File: src/rtl/bsa_pkg.sv
// Shared types and constants for the bitmap slot allocator.
package bsa_pkg;

    // Fixed field widths
    localparam int IDX_W     = 10;
    localparam int ADDR_W    = 48;
    localparam int COUNT_W   = 11;
    localparam int STRIDE_W  = 16;
    localparam int STATUS_W  = 2;
    localparam int CFG_IDX_W = 2;

    // Register indexes on the configuration port
    localparam logic [CFG_IDX_W-1:0] CFG_SLOT_COUNT  = 2'd0;
    localparam logic [CFG_IDX_W-1:0] CFG_HEAP_BASE   = 2'd1;
    localparam logic [CFG_IDX_W-1:0] CFG_SLOT_STRIDE = 2'd2;

    // Register reset values
    localparam logic [COUNT_W-1:0]  SLOT_COUNT_RST  = 11'd1024;
    localparam logic [ADDR_W-1:0]   HEAP_BASE_RST   = 48'd0;
    localparam logic [STRIDE_W-1:0] SLOT_STRIDE_RST = 16'd32;

    // Request codes
    localparam logic ACT_ALLOC = 1'b0;
    localparam logic ACT_FREE  = 1'b1;

    // Result status codes
    localparam logic [STATUS_W-1:0] STATUS_OK        = 2'd0;
    localparam logic [STATUS_W-1:0] STATUS_FULL      = 2'd1;
    localparam logic [STATUS_W-1:0] STATUS_BAD_INDEX = 2'd2;

    // Commands from the controller to the datapath
    typedef struct packed {
        logic clear_wr;
        logic accept;
        logic update;
        logic mult;
        logic finish;
    } bsa_cmd_t;

    // Status from the datapath to the controller
    typedef struct packed {
        logic clear_last;
    } bsa_sts_t;

endpackage

File: src/rtl/bsa_ctrl.sv
// Sequencing state machine of the bitmap slot allocator.
module bsa_ctrl
(
    input  logic              clk,
    input  logic              rst_n,
    input  logic              start,
    input  bsa_pkg::bsa_sts_t sts,
    output bsa_pkg::bsa_cmd_t cmd,
    output logic              busy
);
    import bsa_pkg::*;

    typedef enum logic [2:0] {
        S_CLEAR,
        S_IDLE,
        S_UPDATE,
        S_MULT,
        S_FINISH
    } state_t;

    state_t state_reg;
    state_t state_next;
    logic   busy_reg;

    // Work out the next state
    always_comb
    begin
        state_next = state_reg;
        case (state_reg)
            S_CLEAR:
            begin
                if (sts.clear_last)
                begin
                    state_next = S_IDLE;
                end
            end
            S_IDLE:
            begin
                if (start)
                begin
                    state_next = S_UPDATE;
                end
            end
            S_UPDATE: state_next = S_MULT;
            S_MULT:   state_next = S_FINISH;
            S_FINISH: state_next = S_IDLE;
            default:  state_next = S_IDLE;
        endcase
    end

    // Hold state and the registered busy flag
    always_ff @(posedge clk or negedge rst_n)
    begin
        if (!rst_n)
        begin
            state_reg <= S_CLEAR;
            busy_reg  <= 1'b1;
        end
        else
        begin
            state_reg <= state_next;
            busy_reg  <= (state_next != S_IDLE);
        end
    end

    // Decode commands from the state and, for accept, from start and the busy flag
    always_comb
    begin
        cmd          = '0;
        cmd.clear_wr = (state_reg == S_CLEAR);
        cmd.accept   = start && !busy_reg;
        cmd.update   = (state_reg == S_UPDATE);
        cmd.mult     = (state_reg == S_MULT);
        cmd.finish   = (state_reg == S_FINISH);
    end

    assign busy = busy_reg;

endmodule

File: src/rtl/bsa_datapath.sv
// Free bitmap memory, group summary and result datapath of the slot allocator.
module bsa_datapath
#(
    parameter int MAX_SLOTS  = 1024,
    parameter int GROUP_BITS = 64
)
(
    input  logic                           clk,
    input  logic                           rst_n,
    input  bsa_pkg::bsa_cmd_t              cmd,
    output bsa_pkg::bsa_sts_t              sts,
    input  logic                           action,
    input  logic [bsa_pkg::IDX_W-1:0]      slot_to_free,
    input  logic [bsa_pkg::COUNT_W-1:0]    slot_count,
    input  logic [bsa_pkg::ADDR_W-1:0]     heap_base,
    input  logic [bsa_pkg::STRIDE_W-1:0]   slot_stride,
    output logic                           done,
    output logic [bsa_pkg::STATUS_W-1:0]   status,
    output logic [bsa_pkg::IDX_W-1:0]      slot_index,
    output logic [bsa_pkg::ADDR_W-1:0]     slot_address
);
    import bsa_pkg::*;

    localparam int NGROUPS  = (MAX_SLOTS + GROUP_BITS - 1) / GROUP_BITS;
    localparam int GRP_W    = (NGROUPS > 1) ? $clog2(NGROUPS) : 1;
    localparam int BIT_W    = $clog2(GROUP_BITS);
    localparam int SLOT_W   = $clog2(MAX_SLOTS);
    localparam int CNT_W    = $clog2(MAX_SLOTS + 1);
    localparam int RECIP_SH = 20;
    localparam int RECIP    = (1 << RECIP_SH) / GROUP_BITS;
    localparam int QP_W     = IDX_W + RECIP_SH;
    localparam int PROD_W   = SLOT_W + STRIDE_W;

    // Free bitmap, one word per group; a set bit marks a free slot
    logic [GROUP_BITS-1:0] free_mem [NGROUPS];
    logic [GROUP_BITS-1:0] rd_data_reg;

    logic [NGROUPS-1:0]    nonempty_reg;
    logic [GRP_W-1:0]      clr_cnt_reg;

    // Request captured at accept
    logic                  act_reg;
    logic [IDX_W-1:0]      idx_reg;
    logic [GRP_W-1:0]      grp_reg;
    logic [SLOT_W-1:0]     grp_slot_reg;
    logic [BIT_W-1:0]      free_bit_reg;
    logic                  found_reg;
    logic                  bad_reg;

    // Update and multiply stage registers
    logic [STATUS_W-1:0]   stat_reg;
    logic [IDX_W-1:0]      index_reg;
    logic [SLOT_W-1:0]     slot_reg;
    logic                  addr_en_reg;
    logic [PROD_W-1:0]     prod_reg;

    // Output registers
    logic                  done_reg;
    logic [STATUS_W-1:0]   status_reg;
    logic [IDX_W-1:0]      slot_index_reg;
    logic [ADDR_W-1:0]     slot_address_reg;

    logic [CNT_W-1:0]      eff_count;
    logic [GRP_W-1:0]      pick_grp;
    logic                  any_grp;
    logic [QP_W-1:0]       free_prod;
    logic [IDX_W-1:0]      q_est;
    logic [IDX_W-1:0]      q_mul;
    logic [IDX_W-1:0]      rem_raw;
    logic [IDX_W-1:0]      free_q;
    logic [IDX_W-1:0]      free_rem;
    logic [GRP_W-1:0]      rd_addr;
    logic [CNT_W:0]        lim;
    logic [GROUP_BITS-1:0] elig;
    logic [GROUP_BITS-1:0] word;
    logic [BIT_W-1:0]      low_bit;
    logic                  hit;
    logic [GROUP_BITS-1:0] alloc_word;
    logic [GROUP_BITS-1:0] free_word;
    logic                  wr_en;
    logic [GROUP_BITS-1:0] wr_data;
    logic [SLOT_W-1:0]     alloc_slot;

    // Clamp the slot count to the built capacity
    always_comb
    begin
        if (32'(slot_count) > 32'(MAX_SLOTS))
        begin
            eff_count = CNT_W'(MAX_SLOTS);
        end
        else
        begin
            eff_count = CNT_W'(slot_count);
        end
    end

    // Pick the lowest group that still has a free bit
    always_comb
    begin
        pick_grp = '0;
        any_grp  = |nonempty_reg;
        for (int g = NGROUPS - 1; g >= 0; g--)
        begin
            if (nonempty_reg[g])
            begin
                pick_grp = GRP_W'(g);
            end
        end
    end

    // Split the freed index into group and bit by reciprocal multiply
    always_comb
    begin
        free_prod = QP_W'(slot_to_free) * QP_W'(RECIP);
        q_est     = free_prod[QP_W-1:RECIP_SH];
        q_mul     = IDX_W'(q_est * GROUP_BITS);
        rem_raw   = slot_to_free - q_mul;
        if (rem_raw >= IDX_W'(GROUP_BITS))
        begin
            free_q   = q_est + 1'b1;
            free_rem = rem_raw - IDX_W'(GROUP_BITS);
        end
        else
        begin
            free_q   = q_est;
            free_rem = rem_raw;
        end
        rd_addr = (action == ACT_ALLOC) ? pick_grp : GRP_W'(free_q);
    end

    // Mask off slots at or above the count, then find the lowest free bit
    always_comb
    begin
        lim = {1'b0, eff_count} - (CNT_W + 1)'(grp_slot_reg);
        if (lim[CNT_W])
        begin
            elig = '0;
        end
        else if (lim >= (CNT_W + 1)'(GROUP_BITS))
        begin
            elig = '1;
        end
        else
        begin
            elig = (GROUP_BITS'(1) << lim[BIT_W-1:0]) - GROUP_BITS'(1);
        end

        word    = rd_data_reg & elig;
        hit     = found_reg && (word != '0);
        low_bit = '0;
        for (int i = GROUP_BITS - 1; i >= 0; i--)
        begin
            if (word[i])
            begin
                low_bit = BIT_W'(i);
            end
        end

        alloc_word = rd_data_reg & ~(GROUP_BITS'(1) << low_bit);
        free_word  = rd_data_reg | (GROUP_BITS'(1) << free_bit_reg);
        alloc_slot = grp_slot_reg + SLOT_W'(low_bit);

        if (act_reg == ACT_ALLOC)
        begin
            wr_en   = cmd.update && hit;
            wr_data = alloc_word;
        end
        else
        begin
            wr_en   = cmd.update && !bad_reg;
            wr_data = free_word;
        end
    end

    // Sweep the bitmap to all free after reset
    assign sts.clear_last = (clr_cnt_reg == GRP_W'(NGROUPS - 1));

    always_ff @(posedge clk or negedge rst_n)
    begin
        if (!rst_n)
        begin
            clr_cnt_reg <= '0;
        end
        else if (cmd.clear_wr && !sts.clear_last)
        begin
            clr_cnt_reg <= clr_cnt_reg + 1'b1;
        end
    end

    // Bitmap memory: one write and one registered read
    always_ff @(posedge clk)
    begin
        if (cmd.clear_wr)
        begin
            free_mem[clr_cnt_reg] <= '1;
        end
        else if (wr_en)
        begin
            free_mem[grp_reg] <= wr_data;
        end
        if (cmd.accept)
        begin
            rd_data_reg <= free_mem[rd_addr];
        end
    end

    // Keep the per-group summary in step with the bitmap
    always_ff @(posedge clk or negedge rst_n)
    begin
        if (!rst_n)
        begin
            nonempty_reg <= '1;
        end
        else if (wr_en)
        begin
            nonempty_reg[grp_reg] <= (wr_data != '0);
        end
    end

    // Capture the request word
    always_ff @(posedge clk)
    begin
        if (cmd.accept)
        begin
            act_reg      <= action;
            idx_reg      <= slot_to_free;
            grp_reg      <= rd_addr;
            grp_slot_reg <= SLOT_W'(pick_grp * GROUP_BITS);
            free_bit_reg <= BIT_W'(free_rem);
            found_reg    <= any_grp;
            bad_reg      <= (32'(slot_to_free) >= 32'(eff_count));
        end
    end

    // Form status and index; then the slot offset product
    always_ff @(posedge clk)
    begin
        if (cmd.update)
        begin
            slot_reg <= alloc_slot;
            if (act_reg == ACT_ALLOC)
            begin
                stat_reg    <= hit ? STATUS_OK : STATUS_FULL;
                index_reg   <= hit ? IDX_W'(alloc_slot) : '0;
                addr_en_reg <= hit;
            end
            else
            begin
                stat_reg    <= bad_reg ? STATUS_BAD_INDEX : STATUS_OK;
                index_reg   <= idx_reg;
                addr_en_reg <= 1'b0;
            end
        end
        if (cmd.mult)
        begin
            prod_reg <= PROD_W'(slot_reg) * PROD_W'(slot_stride);
        end
    end

    // Register done from finish, and the result word when finish is set
    always_ff @(posedge clk or negedge rst_n)
    begin
        if (!rst_n)
        begin
            done_reg <= 1'b0;
        end
        else
        begin
            done_reg <= cmd.finish;
        end
    end

    always_ff @(posedge clk)
    begin
        if (cmd.finish)
        begin
            status_reg     <= stat_reg;
            slot_index_reg <= index_reg;
            if (addr_en_reg)
            begin
                slot_address_reg <= ADDR_W'(heap_base + ADDR_W'(prod_reg));
            end
            else
            begin
                slot_address_reg <= '0;
            end
        end
    end

    assign done         = done_reg;
    assign status       = status_reg;
    assign slot_index   = slot_index_reg;
    assign slot_address = slot_address_reg;

endmodule

File: src/rtl/bitmap_slot_allocator.sv
// Top level of the bitmap slot allocator: configuration registers and wiring.
//
// First-fit slot allocator over a free bitmap. Pulse start while busy is low
// to hand in one word: action selects allocate (lowest free slot below
// slot_count) or free (slot_to_free). Each word passes the bitmap memory
// read, the read-modify-write of one group word and the registered stride
// multiply ahead of the address add; a new word is taken only once the last
// one is through. The result is shown for exactly one cycle with done high;
// the receiver cannot stall it and must take it then. After reset busy
// stays high while the bitmap is swept to all free, one group word at a
// time (MAX_SLOTS / GROUP_BITS words, rounded up: 16 at the defaults).
// Configuration writes are taken at any time but must only be made while
// the block is idle.
module bitmap_slot_allocator
#(
    parameter int MAX_SLOTS  = 1024,
    parameter int GROUP_BITS = 64
)
(
    input  logic                             clk,
    input  logic                             rst_n,
    input  logic                             cfg_we,
    input  logic [bsa_pkg::CFG_IDX_W-1:0]    cfg_addr,
    input  logic [bsa_pkg::ADDR_W-1:0]       cfg_data,
    input  logic                             start,
    output logic                             busy,
    input  logic                             action,
    input  logic [bsa_pkg::IDX_W-1:0]        slot_to_free,
    output logic                             done,
    output logic [bsa_pkg::STATUS_W-1:0]     status,
    output logic [bsa_pkg::IDX_W-1:0]        slot_index,
    output logic [bsa_pkg::ADDR_W-1:0]       slot_address
);
    import bsa_pkg::*;

    logic [COUNT_W-1:0]  slot_count_reg;
    logic [ADDR_W-1:0]   heap_base_reg;
    logic [STRIDE_W-1:0] slot_stride_reg;

    bsa_cmd_t cmd;
    bsa_sts_t sts;

    // Take configuration writes
    always_ff @(posedge clk or negedge rst_n)
    begin
        if (!rst_n)
        begin
            slot_count_reg  <= SLOT_COUNT_RST;
            heap_base_reg   <= HEAP_BASE_RST;
            slot_stride_reg <= SLOT_STRIDE_RST;
        end
        else if (cfg_we)
        begin
            case (cfg_addr)
                CFG_SLOT_COUNT:  slot_count_reg  <= cfg_data[COUNT_W-1:0];
                CFG_HEAP_BASE:   heap_base_reg   <= cfg_data;
                CFG_SLOT_STRIDE: slot_stride_reg <= cfg_data[STRIDE_W-1:0];
                default:         ;
            endcase
        end
    end

    bsa_ctrl u_ctrl
    (
        .clk   (clk),
        .rst_n (rst_n),
        .start (start),
        .sts   (sts),
        .cmd   (cmd),
        .busy  (busy)
    );

    bsa_datapath
    #(
        .MAX_SLOTS  (MAX_SLOTS),
        .GROUP_BITS (GROUP_BITS)
    )
    u_datapath
    (
        .clk          (clk),
        .rst_n        (rst_n),
        .cmd          (cmd),
        .sts          (sts),
        .action       (action),
        .slot_to_free (slot_to_free),
        .slot_count   (slot_count_reg),
        .heap_base    (heap_base_reg),
        .slot_stride  (slot_stride_reg),
        .done         (done),
        .status       (status),
        .slot_index   (slot_index),
        .slot_address (slot_address)
    );

`ifndef SYNTHESIS
    // An accepted word keeps the block busy in the following cycle
    a_accept_busy: assert property (@(posedge clk) disable iff (!rst_n)
        (start && !busy) |=> busy)
        else $error("block not busy after accepting a word");

    // Every accepted word yields its result strobe
    a_accept_done: assert property (@(posedge clk) disable iff (!rst_n)
        (start && !busy) |-> ##4 done)
        else $error("result strobe missing after accepted word");

    // Results never come in adjacent cycles
    a_done_single: assert property (@(posedge clk) disable iff (!rst_n)
        done |=> !done)
        else $error("result strobe held for more than one cycle");

    // A failed request must return a zero address
    a_addr_zero: assert property (@(posedge clk) disable iff (!rst_n)
        (done && (status != STATUS_OK)) |-> (slot_address == '0))
        else $error("failed request returned a nonzero address");
`endif

endmodule
File: config.mk
export PLATFORM = sky130hd
export DESIGN_NAME = bitmap_slot_allocator
export DESIGN_NICKNAME = d
export VERILOG_FILES = /design/src/rtl/bsa_pkg.sv /design/src/rtl/bsa_ctrl.sv /design/src/rtl/bsa_datapath.sv /design/src/rtl/bitmap_slot_allocator.sv
export SDC_FILE = /design/constraint.sdc
export NUM_CORES = 2
export LEC_CHECK = 0
export ABC_AREA = 1
export BUFFER_PORTS_ARGS = -buffer_cell sky130_fd_sc_hd__buf_2
export CORE_ASPECT_RATIO = 1.4
export CORE_MARGIN = 1
export CORE_UTILIZATION = 35
export CTS_CLUSTER_SIZE = 10
export DETAILED_ROUTE_END_ITERATION = 10
export HOLD_SLACK_MARGIN = 0.1
export PLACE_DENSITY_LB_ADDON = 0.2
export SETUP_SLACK_MARGIN = 0.05
export SLEW_MARGIN = 20
export SYNTH_ARGS = -nofsm -noshare
export SYNTH_HDL_FRONTEND = slang
export SYNTH_SLANG_ARGS = --single-unit
File: constraint.sdc
create_clock -name clk -period 9.57 [get_ports clk]
set_input_delay 0.4785 -clock clk [delete_from_list [all_inputs] [get_ports clk]]
set_output_delay 0.4785 -clock clk [all_outputs]
set_load 0.05 [all_outputs]
==> impl_metrics.env <==
export IMPL_worstHoldPathType="in -> async"
export IMPL_yosys_top_cells_area="edfxtp_1, o21ai_0, a21oi_1"
export IMPL_reg2regPathDepth=31
export IMPL_switching_share=0.407
export IMPL_cap_violations=0
export IMPL_num_vias=45800
export IMPL_largest_register_ff_count=1024
export IMPL_final_util=0.400
export IMPL_synth_largest_area_cell="edfxtp_1"
export IMPL_combPwrFrac=0.405
export IMPL_p_switching_uw=9160
export IMPL_ctsRootBufferMaster="clkbuf_16"
export IMPL_numClockSinks=1318
export IMPL_holdWs_ns=0.206
export IMPL_r2r_start="slot_count_reg[1]$_DFFE_PN0P_"
export IMPL_synth_edff_count=1218
export IMPL_power_leakage_uw=0.0260
export IMPL_cts_tree="yes"
export IMPL_ys_warn_count=0
export IMPL_layout_drive_gt1_share=0.0951
export IMPL_yosysSeqAreaShare=0.617
export IMPL_port_buffers=126
export IMPL_drt_iter0_markers=3677
export IMPL_slowest_stage="nor2_4"
export IMPL_start_util=0.353
export IMPL_powerDensity_nw_per_um2=313
export IMPL_crit_type="reg -> reg"
export IMPL_synthToLayoutAreaGrowth_pct=13.4
export IMPL_nNetsFinal=6322
export IMPL_end_kind="flop"
export IMPL_ir_drop_mv=0.230
export IMPL_slew_headroom=0.283
export IMPL_rows=184
export IMPL_routedWlPerCell_um=24.3
export IMPL_period_needed_ns=8.52
export IMPL_core_um2=180000
export IMPL_cts_reportedPaths_clkPinSlew_ns=0.06
export IMPL_synth_seq_cells=1318
export IMPL_globalRouteOverflowTotal=0
export IMPL_cts_max_level=4
export IMPL_worstPathRequired_ns=10.05
export IMPL_fmax_ghz=0.117
export IMPL_grt_pass1_wl_um=303000
export IMPL_min_period_over_period=0.890
export IMPL_die_w_um=362
export IMPL_slew_viol_final=0
export IMPL_clock_skew_ns=0.0411
export IMPL_grt_setup_unrepaired="false"
export IMPL_fillCellCount=17300
export IMPL_grt_use_met1=0.269
export IMPL_finalWeightedCongestion=0.968
export IMPL_internal_power_uw=13400
export IMPL_final_hold_viol_count=0
export IMPL_r2r_setup_slack_ns=1.05
export IMPL_critPathMostFrequentCell="nand2_1"
export IMPL_cts_setup_buffers=0
export IMPL_worstMarginPinSlew_ns=1.07
export IMPL_tns_ns=0
export IMPL_cp_start_kind="flop"
export IMPL_busiest_layer="met2"
export IMPL_syn_area_per_cell_um2=10.7
export IMPL_cpPeakStageDelay_ns=0.90
export IMPL_drt_pass1_iter_count=6
export IMPL_pwr_share_clk=0.231
export IMPL_track_usage=0.224
export IMPL_die_h_um=506
export IMPL_async_flop_share=0.0759
export IMPL_grt_max_degree=209
export IMPL_ys_flop_type="edfxtp_1"
export IMPL_sequentialPowerShare=0.364
export IMPL_critPathMaxFanout=20
export IMPL_cp_arrival_ns=9.00
export IMPL_io_pins=127
export IMPL_dieArea_um2=183000
export IMPL_synth_top_area_share=0.577
export IMPL_vias_per_cell=5.38
export IMPL_grt_pass1_vias=45200
export IMPL_synth_cell_types=58
export IMPL_syn_cell_area_um2=63400
export IMPL_synth_nets=6228
export IMPL_routed_wl_um=207000
export IMPL_syn_inst=5948
export IMPL_antenna_found_initial=3
export IMPL_numCtsBuffers=152
export IMPL_grtUsageMet2=0.399
export IMPL_r2r_end="u_datapath.free_mem[6][16]$_DFFE_PP_"
export IMPL_setup_viol=0
export IMPL_clk_insertion_delay_late_ns=0.81
export IMPL_post_route_drc_count=0
export IMPL_status="completed"
export IMPL_grtUsageMet3=0.0273
export IMPL_hpwl_um=132000
export IMPL_ant_nets=0
export IMPL_clockBufferDepth=3
[cell type report]
cell class,instances,area (um^2),area share
Antenna cell,2,5.00,0.0000696
Clock buffer,181,3970,0.0551
Clock inverter,19,265,0.00369
Inverter,576,2180,0.0303
Multi-Input combinational cell,3687,20800,0.290
Sequential cell,1318,39100,0.544
Tap cell,2418,3030,0.0421
Timing Repair Buffer,307,2530,0.0352
[critical path, delay by kind of cell, from the launching register on]
kind | cells | cell delay, ns
simple gates | 19 | 3.87
compound gates | 3 | 1.11
buf+inv | 7 | 1.96
fa+ha+maj | 2 | 0.67
flops | 1 | 0.51
[Yosys cell counts, drive strengths merged (3+ instances only)]
cell,n
edfxtp,1218
o21ai,854
nand2,761
a21oi,657
inv,572
nor2,510
clkbuf,314
nand3,231
fa,112
ha,103
nor3,100
dfrtp,81
o32ai,76
o221ai,52
buf,51
o21bai,48
nand4,36
xor2,25
dfstp,19
o22ai,17
mux2,13
nand3b,12
o211ai,11
a31oi,9
nor4,9
o21a,9
or2,9
xnor2,7
o31ai,6
a211oi,4
clkinv,4
a21o,3
o311ai,3
[logic make-up (layout without fill, tap and decap cells)]
family	after synthesis	in the layout	share of synthesized area
mux	13	13	0.00231
compound gates	1754	1754	0.150
simple gates	1673	1673	0.112
buf+inv	943	1083	0.0583
other cells	0	2	0
flops	1318	1318	0.617
fa+ha+maj	215	215	0.0557
xor+xnor	32	32	0.00442
[layer usage]
metal | vias to the layer above | share of wire
met2 | 1449 | 0.51
met4 | 0 | 0.044
met1 | 22800 | 0.40
li1 | 21100 | -
met5 | - | 0
met3 | 380 | 0.047
[per-stage QoR]
step	cells	total power [uW]	worst slack, ns	instance area (um^2)
2_1_floorplan	5948	14100	1.06	63400
3_3_place_gp	8245	17400	0.720	67000
3_5_place_dp	8245	17500	0.883	67000
4_1_cts	8506	22800	0.838	71900
5_1_grt	8508	23900	0.0722	71900
6_report	8508	22500	1.05	71900
[worst max-delay path by stage]
stage	from	to	slack [ns]
global placement	slot_count_reg[1]$_DFFE_PN0P_	u_datapath.nonempty_reg[5]$_DFFE_PN1P_	0.72
floorplan	slot_count_reg[2]$_DFFE_PN0P_	u_datapath.free_mem[13][0]$_DFFE_PP_	1.06
finish	slot_count_reg[1]$_DFFE_PN0P_	u_datapath.free_mem[6][16]$_DFFE_PP_	1.05
detailed placement	slot_count_reg[1]$_DFFE_PN0P_	u_datapath.nonempty_reg[4]$_DFFE_PN1P_	0.88
global route	slot_count_reg[1]$_DFFE_PN0P_	u_datapath.nonempty_reg[4]$_DFFE_PN1P_	0.07
CTS	slot_count_reg[1]$_DFFE_PN0P_	u_datapath.nonempty_reg[4]$_DFFE_PN1P_	0.84
[layout by cell type (no fill, tap or decap), types with 90 or more instances in the layout]
cell type  synthesis  final
a21oi_1          657    657
buf_2             10    125
buf_4              7     90
clkbuf_16          0    154
edfxtp_1        1218   1218
fa_1             112    112
ha_1             103    103
inv_1            556    555
nand2_1          742    739
nand3_1          224    222
nor2_1           477    454
nor3_1            98     96
o21ai_0          845    844
[what timing repair did]
action,CTS,global route
hold buffers,61,0
endpoints found under the setup margin,0,16
endpoints found under the hold margin,127,0
gates resized for setup,0,2
[power by group through the flow]
stage | Sequential, uW | Combinational [uW] | Clock (uW)
global route | 8240 | 10200 | 5500
detailed placement | 8300 | 9180 | 0
CTS | 8190 | 9240 | 5320
global placement | 8290 | 9150 | 0
floorplan | 8130 | 6000 | 0
finish | 8190 | 9130 | 5200
(Power assumes the default switching activity.)
